--- src/rtl/cct_pkg.sv ---
// Types, codes and the character classifier shared by the tokenizer modules.
package cct_pkg;

    // Token class codes as they appear on the result channel.
    localparam logic [3:0] CLASS_SPACE  = 4'd0;
    localparam logic [3:0] CLASS_NUMBER = 4'd1;
    localparam logic [3:0] CLASS_NAME   = 4'd2;
    localparam logic [3:0] CLASS_DOT    = 4'd3;
    localparam logic [3:0] CLASS_OPEN   = 4'd4;
    localparam logic [3:0] CLASS_CLOSE  = 4'd5;
    localparam logic [3:0] CLASS_CODE   = 4'd6;
    localparam logic [3:0] CLASS_TEXT   = 4'd7;
    localparam logic [3:0] CLASS_END    = 4'd8;
    localparam logic [3:0] CLASS_OTHER  = 4'd9;

    localparam logic [7:0] CHAR_QUOTE  = 8'h27;
    localparam logic [7:0] CHAR_BSLASH = 8'h5C;
    localparam logic [7:0] CHAR_DOT    = 8'h2E;
    localparam logic [7:0] CHAR_OPEN   = 8'h5B;
    localparam logic [7:0] CHAR_CLOSE  = 8'h5D;
    localparam logic [7:0] CHAR_SLASH  = 8'h2F;
    localparam logic [7:0] CHAR_SEMI   = 8'h3B;

    typedef enum logic [2:0] {
        MODE_NONE   = 3'd0,
        MODE_SPACE  = 3'd1,
        MODE_NUMBER = 3'd2,
        MODE_NAME   = 3'd3,
        MODE_TEXT   = 3'd4,
        MODE_ESCAPE = 3'd5
    } lex_mode_t;

    typedef enum logic [3:0] {
        KIND_WS,
        KIND_DIGIT,
        KIND_LETTER,
        KIND_QUOTE,
        KIND_DOT,
        KIND_OPEN,
        KIND_CLOSE,
        KIND_SLASH,
        KIND_SEMI,
        KIND_OTHER
    } char_kind_t;

    typedef struct packed {
        logic [7:0] char_byte;
        logic       text_begin;
    } char_item_t;

    typedef struct packed {
        logic [7:0] out_byte;
        logic [3:0] token_class;
        logic       token_first;
    } token_item_t;

    function automatic char_kind_t char_kind(input logic [7:0] c);
        char_kind_t k;
        if (c == 8'h20 || (c >= 8'h09 && c <= 8'h0D)) begin
            k = KIND_WS;
        end else if (c >= 8'h30 && c <= 8'h39) begin
            k = KIND_DIGIT;
        end else if ((c >= 8'h41 && c <= 8'h5A) || (c >= 8'h61 && c <= 8'h7A)) begin
            k = KIND_LETTER;
        end else if (c == CHAR_QUOTE) begin
            k = KIND_QUOTE;
        end else if (c == CHAR_DOT) begin
            k = KIND_DOT;
        end else if (c == CHAR_OPEN) begin
            k = KIND_OPEN;
        end else if (c == CHAR_CLOSE) begin
            k = KIND_CLOSE;
        end else if (c == CHAR_SLASH) begin
            k = KIND_SLASH;
        end else if (c == CHAR_SEMI) begin
            k = KIND_SEMI;
        end else begin
            k = KIND_OTHER;
        end
        return k;
    endfunction

endpackage

--- src/rtl/char_class_tokenizer.sv ---
// Top level of the character class tokenizer.
//
//   channel   direction  tdata            tuser
//   s_        in         char_byte[7:0]   text_begin[0]
//   m_        out        out_byte[7:0]    token_class[3:0], token_first[4]
//
// One byte enters per cycle while m_tready is high; its tagged result passes through
// the input register and then the result register around the lexer logic.
// The lexer mode register carries the only state from byte to byte, so a full
// rate of one byte per cycle holds without gaps while m_tready stays high.
// Reset (aresetn low at a rising edge) empties both registers and clears the mode.
// A stall on m_tready holds the result; one more byte waits in the input register.
module char_class_tokenizer (
    input  logic       aclk,
    input  logic       aresetn,
    input  logic       s_tvalid,
    output logic       s_tready,
    input  logic [7:0] s_tdata,   // [7:0] char_byte
    input  logic [0:0] s_tuser,   // [0] text_begin
    output logic       m_tvalid,
    input  logic       m_tready,
    output logic [7:0] m_tdata,   // [7:0] out_byte
    output logic [4:0] m_tuser    // [3:0] token_class, [4] token_first
);

    cct_pkg::char_item_t  s_item;
    cct_pkg::char_item_t  item;
    cct_pkg::token_item_t token;
    cct_pkg::token_item_t m_item;
    logic                 item_valid;
    logic                 token_ready;
    logic                 advance;

    assign s_item.char_byte  = s_tdata;
    assign s_item.text_begin = s_tuser[0];

    // A byte moves into the result register and updates the mode in one transfer.
    assign advance = item_valid && token_ready;

    cct_in_stage u_in_stage (
        .aclk       (aclk),
        .aresetn    (aresetn),
        .s_tvalid   (s_tvalid),
        .s_tready   (s_tready),
        .s_item     (s_item),
        .item_valid (item_valid),
        .item       (item),
        .item_take  (advance)
    );

    cct_lexer u_lexer (
        .aclk    (aclk),
        .aresetn (aresetn),
        .item    (item),
        .advance (advance),
        .token   (token)
    );

    cct_out_stage u_out_stage (
        .aclk        (aclk),
        .aresetn     (aresetn),
        .token_valid (item_valid),
        .token       (token),
        .token_ready (token_ready),
        .m_tvalid    (m_tvalid),
        .m_tready    (m_tready),
        .m_item      (m_item)
    );

    assign m_tdata = m_item.out_byte;
    assign m_tuser = {m_item.token_first, m_item.token_class};

endmodule

--- src/rtl/cct_in_stage.sv ---
// Input register of the tokenizer: holds one accepted byte until the lexer takes it.
module cct_in_stage (
    input  logic                 aclk,
    input  logic                 aresetn,
    input  logic                 s_tvalid,
    output logic                 s_tready,
    input  cct_pkg::char_item_t  s_item,
    output logic                 item_valid,
    output cct_pkg::char_item_t  item,
    input  logic                 item_take
);

    logic                valid_reg;
    logic                valid_next;
    cct_pkg::char_item_t item_reg;

    // The register may refill in the same cycle that its content moves on.
    assign s_tready   = !valid_reg || item_take;
    assign valid_next = (s_tvalid && s_tready) ? 1'b1 : (item_take ? 1'b0 : valid_reg);

    always_ff @(posedge aclk) begin
        if (!aresetn) begin
            valid_reg <= 1'b0;
        end else begin
            valid_reg <= valid_next;
        end
    end

    always_ff @(posedge aclk) begin
        if (s_tvalid && s_tready) begin
            item_reg <= s_item;
        end
    end

    assign item_valid = valid_reg;
    assign item       = item_reg;

endmodule

--- src/rtl/cct_lexer.sv ---
// Lexer mode register and the per-byte classification logic.
module cct_lexer (
    input  logic                  aclk,
    input  logic                  aresetn,
    input  cct_pkg::char_item_t   item,
    input  logic                  advance,
    output cct_pkg::token_item_t  token
);

    cct_pkg::lex_mode_t mode_reg;
    cct_pkg::lex_mode_t mode_next;
    cct_pkg::lex_mode_t mode_cur;
    cct_pkg::char_kind_t kind;

    // A new text starts from an empty mode before its first byte is looked at.
    assign mode_cur = item.text_begin ? cct_pkg::MODE_NONE : mode_reg;
    assign kind     = cct_pkg::char_kind(item.char_byte);

    always_comb begin
        unique case (mode_cur)
            cct_pkg::MODE_TEXT: begin
                if (item.char_byte == cct_pkg::CHAR_BSLASH) begin
                    mode_next = cct_pkg::MODE_ESCAPE;
                end else if (item.char_byte == cct_pkg::CHAR_QUOTE) begin
                    mode_next = cct_pkg::MODE_NONE;
                end else begin
                    mode_next = cct_pkg::MODE_TEXT;
                end
            end
            cct_pkg::MODE_ESCAPE: begin
                mode_next = cct_pkg::MODE_TEXT;
            end
            default: begin
                unique case (kind)
                    cct_pkg::KIND_WS:     mode_next = cct_pkg::MODE_SPACE;
                    cct_pkg::KIND_DIGIT: begin
                        mode_next = (mode_cur == cct_pkg::MODE_NAME) ? cct_pkg::MODE_NAME
                                                                     : cct_pkg::MODE_NUMBER;
                    end
                    cct_pkg::KIND_LETTER: mode_next = cct_pkg::MODE_NAME;
                    cct_pkg::KIND_QUOTE:  mode_next = cct_pkg::MODE_TEXT;
                    default:              mode_next = cct_pkg::MODE_NONE;
                endcase
            end
        endcase
    end

    always_comb begin
        token.out_byte = item.char_byte;
        unique case (mode_cur)
            cct_pkg::MODE_TEXT, cct_pkg::MODE_ESCAPE: begin
                token.token_class = cct_pkg::CLASS_TEXT;
                token.token_first = 1'b0;
            end
            default: begin
                token.token_first = 1'b1;
                unique case (kind)
                    cct_pkg::KIND_WS: begin
                        token.token_class = cct_pkg::CLASS_SPACE;
                        token.token_first = (mode_cur != cct_pkg::MODE_SPACE);
                    end
                    cct_pkg::KIND_DIGIT: begin
                        // Digits after letters stay in the name.
                        if (mode_cur == cct_pkg::MODE_NAME) begin
                            token.token_class = cct_pkg::CLASS_NAME;
                            token.token_first = 1'b0;
                        end else begin
                            token.token_class = cct_pkg::CLASS_NUMBER;
                            token.token_first = (mode_cur != cct_pkg::MODE_NUMBER);
                        end
                    end
                    cct_pkg::KIND_LETTER: begin
                        token.token_class = cct_pkg::CLASS_NAME;
                        token.token_first = (mode_cur != cct_pkg::MODE_NAME);
                    end
                    cct_pkg::KIND_QUOTE: token.token_class = cct_pkg::CLASS_TEXT;
                    cct_pkg::KIND_DOT:   token.token_class = cct_pkg::CLASS_DOT;
                    cct_pkg::KIND_OPEN:  token.token_class = cct_pkg::CLASS_OPEN;
                    cct_pkg::KIND_CLOSE: token.token_class = cct_pkg::CLASS_CLOSE;
                    cct_pkg::KIND_SLASH: token.token_class = cct_pkg::CLASS_CODE;
                    cct_pkg::KIND_SEMI:  token.token_class = cct_pkg::CLASS_END;
                    default:             token.token_class = cct_pkg::CLASS_OTHER;
                endcase
            end
        endcase
    end

    always_ff @(posedge aclk) begin
        if (!aresetn) begin
            mode_reg <= cct_pkg::MODE_NONE;
        end else if (advance) begin
            mode_reg <= mode_next;
        end
    end

endmodule

--- src/rtl/cct_out_stage.sv ---
// Result register of the tokenizer, driving the master side of the stream.
module cct_out_stage (
    input  logic                  aclk,
    input  logic                  aresetn,
    input  logic                  token_valid,
    input  cct_pkg::token_item_t  token,
    output logic                  token_ready,
    output logic                  m_tvalid,
    input  logic                  m_tready,
    output cct_pkg::token_item_t  m_item
);

    logic                 valid_reg;
    logic                 valid_next;
    cct_pkg::token_item_t item_reg;
    logic                 load;

    assign token_ready = !valid_reg || m_tready;
    assign load        = token_valid && token_ready;
    assign valid_next  = load ? 1'b1 : ((valid_reg && m_tready) ? 1'b0 : valid_reg);

    always_ff @(posedge aclk) begin
        if (!aresetn) begin
            valid_reg <= 1'b0;
        end else begin
            valid_reg <= valid_next;
        end
    end

    always_ff @(posedge aclk) begin
        if (load) begin
            item_reg <= token;
        end
    end

    assign m_tvalid = valid_reg;
    assign m_item   = item_reg;

endmodule

--- config.mk ---
export PLATFORM = sky130hd
export DESIGN_NAME = char_class_tokenizer
export DESIGN_NICKNAME = d
export VERILOG_FILES = /design/src/rtl/cct_pkg.sv /design/src/rtl/char_class_tokenizer.sv /design/src/rtl/cct_in_stage.sv /design/src/rtl/cct_lexer.sv /design/src/rtl/cct_out_stage.sv
export SDC_FILE = /design/constraint.sdc
export NUM_CORES = 1
export LEC_CHECK = 0
export BUFFER_PORTS_ARGS = -buffer_cell sky130_fd_sc_hd__buf_4
export CAP_MARGIN = 20
export CORE_ASPECT_RATIO = 0.6
export CORE_UTILIZATION = 30
export DETAILED_ROUTE_END_ITERATION = 12
export PLACE_DENSITY = 0.55
export REMOVE_ABC_BUFFERS = 1
export SLEW_MARGIN = 20
export SYNTH_ARGS = -nofsm -noshare
export SYNTH_HDL_FRONTEND = slang
export SYNTH_SLANG_ARGS = --single-unit
--- constraint.sdc ---
create_clock -name aclk -period 3 [get_ports aclk]
set_clock_uncertainty 0.05 [all_clocks]
set_input_delay 0.3 -clock aclk [delete_from_list [all_inputs] [get_ports aclk]]
set_output_delay 0.3 -clock aclk [all_outputs]
set_load 0.03 [all_outputs]
# Yosys cells after proc, flatten, opt, wreduce, memory -nomap -nowiden
# Index checks and enable logic that the tools add are counted.
[word_totals] ff_bits=27 in_bits=13 out_inout_bits=15 word_cells=77
[op_classes] n_lt_le_gt_ge=8 n_eq_ne=22 mux=22 n_reduce_logical=17
[op_table] cell="8-bit by 6-bit == test with 1-bit output, second input constant" n=5
[op_table] cell="4-bit case mux with 9 select lines" n=1
[op_table] cell="4-bit 2-to-1 mux" n=8
[op_table] cell="8-bit by 7-bit == test with 1-bit output, second input constant" n=3
[op_table] cell="4-bit by 3-bit == test with 1-bit output, second input constant" n=4
[op_table] cell="8-bit by 7-bit >= comparator with 1-bit output, second input constant" n=2
[op_table] cell="8-bit by 7-bit <= comparator with 1-bit output, second input constant" n=2
[op_table] cell="3-bit 2-to-1 mux" n=4
[op_table] cell="3-bit case mux with 4 select lines" n=1
[op_table] cell="4-bit by 2-bit == test with 1-bit output, second input constant" n=2
[op_table] cell="8-bit by 4-bit >= comparator with 1-bit output, second input constant" n=1
[op_table] cell="8-bit by 6-bit >= comparator with 1-bit output, second input constant" n=1
[op_table] cell="8-bit by 4-bit <= comparator with 1-bit output, second input constant" n=1
[op_table] cell="8-bit by 6-bit <= comparator with 1-bit output, second input constant" n=1
[op_table] cell="1-bit logical AND" n=7
[op_table] cell="3-bit == test, second input constant" n=2
[op_table] cell="1-bit 2-to-1 mux" n=6
[op_table] cell="3-bit by 2-bit != test with 1-bit output, second input constant" n=2
[op_table] cell="3-bit case mux with 2 select lines" n=1
[op_table] cell="4-bit by 1-bit == test with 1-bit output, second input constant" n=1
[op_table] cell="4-bit == test, second input constant" n=1
[op_table] cell="4-bit zero test" n=1
[op_table] cell="1-bit logical OR" n=4
[op_table] cell="2-bit nonzero test" n=2
[op_table] cell="5 further kinds" n=6

# Longest topological paths before layout
[depth] word_depth=13 mapped_depth=7 ltp_nobuf=5

# By module
# A second synthesis with hierarchy kept.
[hier_totals] cells_unflattened=124 hier_area_um2=1393.8
[modules_own_cells] module="cct_lexer" instances=1 cells_each=91 area_each_um2=611.8 seq_area_each_um2=60.1
[modules_own_cells] module="cct_out_stage" instances=1 cells_each=18 area_each_um2=447.9 seq_area_each_um2=410.4
[modules_own_cells] module="cct_in_stage" instances=1 cells_each=14 area_each_um2=327.8 seq_area_each_um2=290.3
[modules_own_cells] module="char_class_tokenizer" instances=1 cells_each=1 area_each_um2=6.3 seq_area_each_um2=0.0

# Least setup slack after synthesis
# No wires, ideal clock.
[synth_path] path_kind="reg2reg" start="register u_in_stage.item_reg, in the netlist u_in_stage.item[2]" end="register u_out_stage.item_reg, in the netlist u_out_stage.m_item[0], data pin" setup_time_ps=255 arrival_time_ps=1829 slack_ps=866 stages_incl_launch_ff=8 path_buffers=2 path_cell_list="edfxtp_1 buf_6 a21oi_2 nor2_1 or4b_4 buf_6 o32a_1 a31o_1"
[synth_between] elab_chain_cells=12
[synth_lines] element="start, declared" line="cct_in_stage.sv:15" rtl="cct_pkg::char_item_t item_reg;"
[synth_lines] element="start signal, assigned" line="cct_in_stage.sv:31" rtl="item_reg <= s_item;"
[synth_lines] element="8-bit by 6-bit == test with 1-bit output" line="cct_pkg.sv:75" rtl="end else if (c == CHAR_SEMI) begin"
[synth_lines] element="1-bit 2-to-1 mux" line="cct_pkg.sv:75"
[synth_lines] element="4-bit 2-to-1 mux" line="cct_pkg.sv:73" rtl="end else if (c == CHAR_SLASH) begin"
[synth_lines] element="4-bit 2-to-1 mux" line="cct_pkg.sv:71" rtl="end else if (c == CHAR_CLOSE) begin"
[synth_lines] element="4-bit 2-to-1 mux" line="cct_pkg.sv:69" rtl="end else if (c == CHAR_OPEN) begin"
[synth_lines] element="4-bit 2-to-1 mux" line="cct_pkg.sv:67" rtl="end else if (c == CHAR_DOT) begin"
[synth_lines] element="4-bit 2-to-1 mux" line="cct_pkg.sv:65" rtl="end else if (c == CHAR_QUOTE) begin"
[synth_lines] element="4-bit 2-to-1 mux" line="cct_pkg.sv:63" rtl="end else if ((c >= 8'h41 && c <= 8'h5A) || (c >= 8'h61 && c <= 8'h7A)) begin"
[synth_lines] element="4-bit 2-to-1 mux" line="cct_pkg.sv:61" rtl="end else if (c >= 8'h30 && c <= 8'h39) begin"
[synth_lines] element="4-bit 2-to-1 mux (*)" line="cct_pkg.sv:59" rtl="if (c == 8'h20 || (c >= 8'h09 && c <= 8'h0D)) begin"
[synth_lines] element="4-bit by 2-bit == test with 1-bit output, or another cell as far along" line="cct_lexer.sv:57" rtl="unique case (kind)"
[synth_lines] element="1-bit case mux with 3 select lines (*)" line="cct_lexer.sv:57"
[synth_lines] element="end signal, assigned" line="cct_out_stage.sv:32" rtl="item_reg <= token;"
[synth_lines] element="end, declared" line="cct_out_stage.sv:15" rtl="cct_pkg::token_item_t item_reg;"
# Every way passes the cells marked *; elsewhere a longest branch is shown, timed or not.
# A chain may end at the register's enable or synchronous reset.

# Worst setup path in the final report
[layout_path] start="register u_in_stage.item_reg, in the netlist u_in_stage.item[3]" end="register u_out_stage.item_reg, in the netlist u_out_stage.m_item[0], data pin"
# The elaborated chain is that of the path after synthesis.

==> impl_metrics.yaml <==
sta:
  finalSetupViolations: 0
  fin_crit_ns: 2.330
  final.setup.tns_ns: 0
  hold_slack_ns: 0.1450
  post-route-period-util_pct: 77.65
  hold_violations: 0
  slew_viol_final: 0
  fmax_mhz: 429.3
  slew-limit-headroom_pct: 39.51
  tightest_slew_ns: 0.9055
  rsz0062_at_grt: "no"
setup_path:
  worstPathArrival_ns: 2.32
  startpoint_type: "flip-flop"
  worstPathRequired_ns: 2.99
  rrSetupSlack_ns: 0.67
  cp-end-kind: "flip-flop"
  critPathKind: "flip-flop to flip-flop"
  r2r_cells: 5
  r2r-start: "u_in_stage.item[3]"
  worst-path-max-fanout: 19
  reg2reg_to: "u_out_stage.m_item[0]"
flow_run:
  max_cap_violations: 0
synth:
  synth.distinct_cells: 46
  synthArstFlopShare_pct: 0
  synth-main-ff-cell: "edfxtp_1"
  synth-edff-count: 22
  synth_cells: 127
  avgSynthCellArea_um2: 10.96
  seq_area_frac_synth_pct: 54.68
  syn_area_um2: 1391
  yosysWarnings: 0
  synth-seq-cells: 27
floorplanning:
  die_h_um: 54.75
  io_pins: 28
  die-area_um2: 4923
  die_x_um: 89.92
  fp-row-count: 18
  design.core.area_um2: 4279
  initial_core_util_pct: 32.51
grt:
  grt_pass1_vias: 983
  grt_max_degree: 20
  grt_usage_pct: 13.75
  antenna_found_initial: 0
  grt_pass1_wl_mm: 5.078
  grt_overflow: 0
pwr:
  pwr-share-comb_pct: 12.1
  ir_drop_v: 0.0002092
  p_switching_mw: 0.1894
  sw_frac_of_total_pct: 25.28
  clkPwrFrac_pct: 27.7
  p_int_mw: 0.5597
  seqPwrFrac_pct: 60.1
  p_per_area_nw_per_um2: 447.1
  leakage_nw: 0.5855
routing:
  wl_per_cell_um: 14.44
  wl_mm: 3.047
  met2_length_mm: 1.217
  vias: 1089
  vias_per_cell: 5.161
  met3_length_um: 209
  top_layer_used: "met4"
  drcViolationCount: 0
  wl_met1_mm: 1.597
  first_pass_iters: 4
  drt-initial-drc-count: 136
  ant_nets: 0
hold_path:
  min-delay-start: "s_tdata[1]"
  hold_path.class: "primary input to flip-flop"
  hold_end: "u_in_stage.item[2]"
  whs_path_depth: 1
cells_and_area:
  syn_to_final_growth_pct: 20.41
  final_cell_mix: "buf_4 (28), edfxtp_1 (22), nand2_1 (11)"
  layout_commonest_cell: "buf_4"
  num_antenna_cells: 0
  finish.instance_area_um2: 1675
  fin_nets: 165
  fill_cells: 454
  drive_gt1_share_pct: 23.84
  largest_reg_flops: 13
clock_tree:
  cts_resized: 0
  clock_latency_ns: 0.27
  cts_made_buffers: 3
  max-clock-path-buffers: 2
  cts_setup_buffers: 0
  cts_root_buffer: "clkbuf_8"
  clk_pin_slew_worst_paths_ns: 0.09
  cts_hold_buf: 0
  numClockSinks: 27
  htree_num_levels: 1
  cts_tree: "done"
placement:
  place_hpwl_mm: 2.193
  place_area_um2: 1629
  io_buffer_count: 27
  place.gp.congestion: 0.8109
run_status:
  status: "completed"
-- per-layer routing --
layer | global-route usage (%) | vias up
li1 | - | 537
met1 | 19.14 | 510
met2 | 19.74 | 38
met3 | 5.417 | 4
met4 | 3.763 | 0
met5 | 0 | -
-- synthesized netlist by cell type (3+ instances only) --
library cell,number,area share [%]
edfxtp_1,22,47
nand2_1,11,3.0
nor2_1,9,2.4
a21oi_1,7,2.5
nand3_1,7,2.5
nor2b_1,7,3.1
dfxtp_1,5,7.2
nand2b_1,4,1.8
nand4_1,4,1.8
clkbuf_1,3,0.81
-- worst max-delay path by stage --
stage / startpoint / to / slack (ns) / cells after the start
3_3_place_gp: u_in_stage.item[3] / u_out_stage.m_item[0] / 0.71 / 5
5_1_grt: u_in_stage.item[1] / u_out_stage.m_item[0] / 0.53 / 5
6_report: u_in_stage.item[3] / u_out_stage.m_item[0] / 0.67 / 5
3_5_place_dp: u_in_stage.item[3] / u_out_stage.m_item[0] / 0.69 / 5
2_1_floorplan: u_in_stage.item[3] / u_out_stage.m_item[0] / 0.84 / 5
4_1_cts: u_in_stage.item[3] / u_out_stage.m_item[0] / 0.67 / 5
-- through the flow --
stage	utilization (%)	worst slack (ns)	instances	power [mW]
after floorplan	-	0.8398	119	0.5071
after global placement	38.07	0.7114	207	0.5486
after detailed placement	38.07	0.6889	207	0.5499
after CTS	39.15	0.6717	211	0.7632
after global routing	39.15	0.5270	211	0.7854
final	39.15	0.6704	211	0.7491
-- power by group through the flow --
stage | Combinational, mW | Clock (mW) | Sequential [mW]
final | 0.0909 | 0.208 | 0.450
after global routing | 0.0993 | 0.232 | 0.454
after CTS | 0.0916 | 0.221 | 0.450
after detailed placement | 0.0913 | 0 | 0.459
after global placement | 0.0903 | 0 | 0.458
after floorplan | 0.0386 | 0 | 0.469
-- critical path: stages, from the launching register on --
cell,delay (ns)
edfxtp_1,0.65
a21oi_2,0.20
nor2_1,0.06
or4b_4,0.56
o32a_1,0.36
a31o_1,0.21
-- logic make-up (layout without fill, tap and decap cells) --
family                    after synthesis  count (layout)  share of synthesized area [%]
buffers and inverters                   9              33                          3.686
xor gates and xnor gates                1               1                         0.6296
DFF                                    27              27                          54.68
AOI/OAI and AO/OA                      29              29                          14.57
and+or+nand+nor                        61              61                          26.44
-- area by class of cell --
cell class / instances / area (µm²) / share of cell area (%)
clock buffers: 3 / 41.29 / 2.465
clock inverters: 1 / 5.005 / 0.2987
inverters: 1 / 3.754 / 0.2240
multi-input cells: 91 / 579.3 / 34.58
flip-flops and latches: 27 / 760.7 / 45.41
well taps: 60 / 75.07 / 4.481
repair buffers: 28 / 210.2 / 12.55
Power figures use the tool's default switching activity.
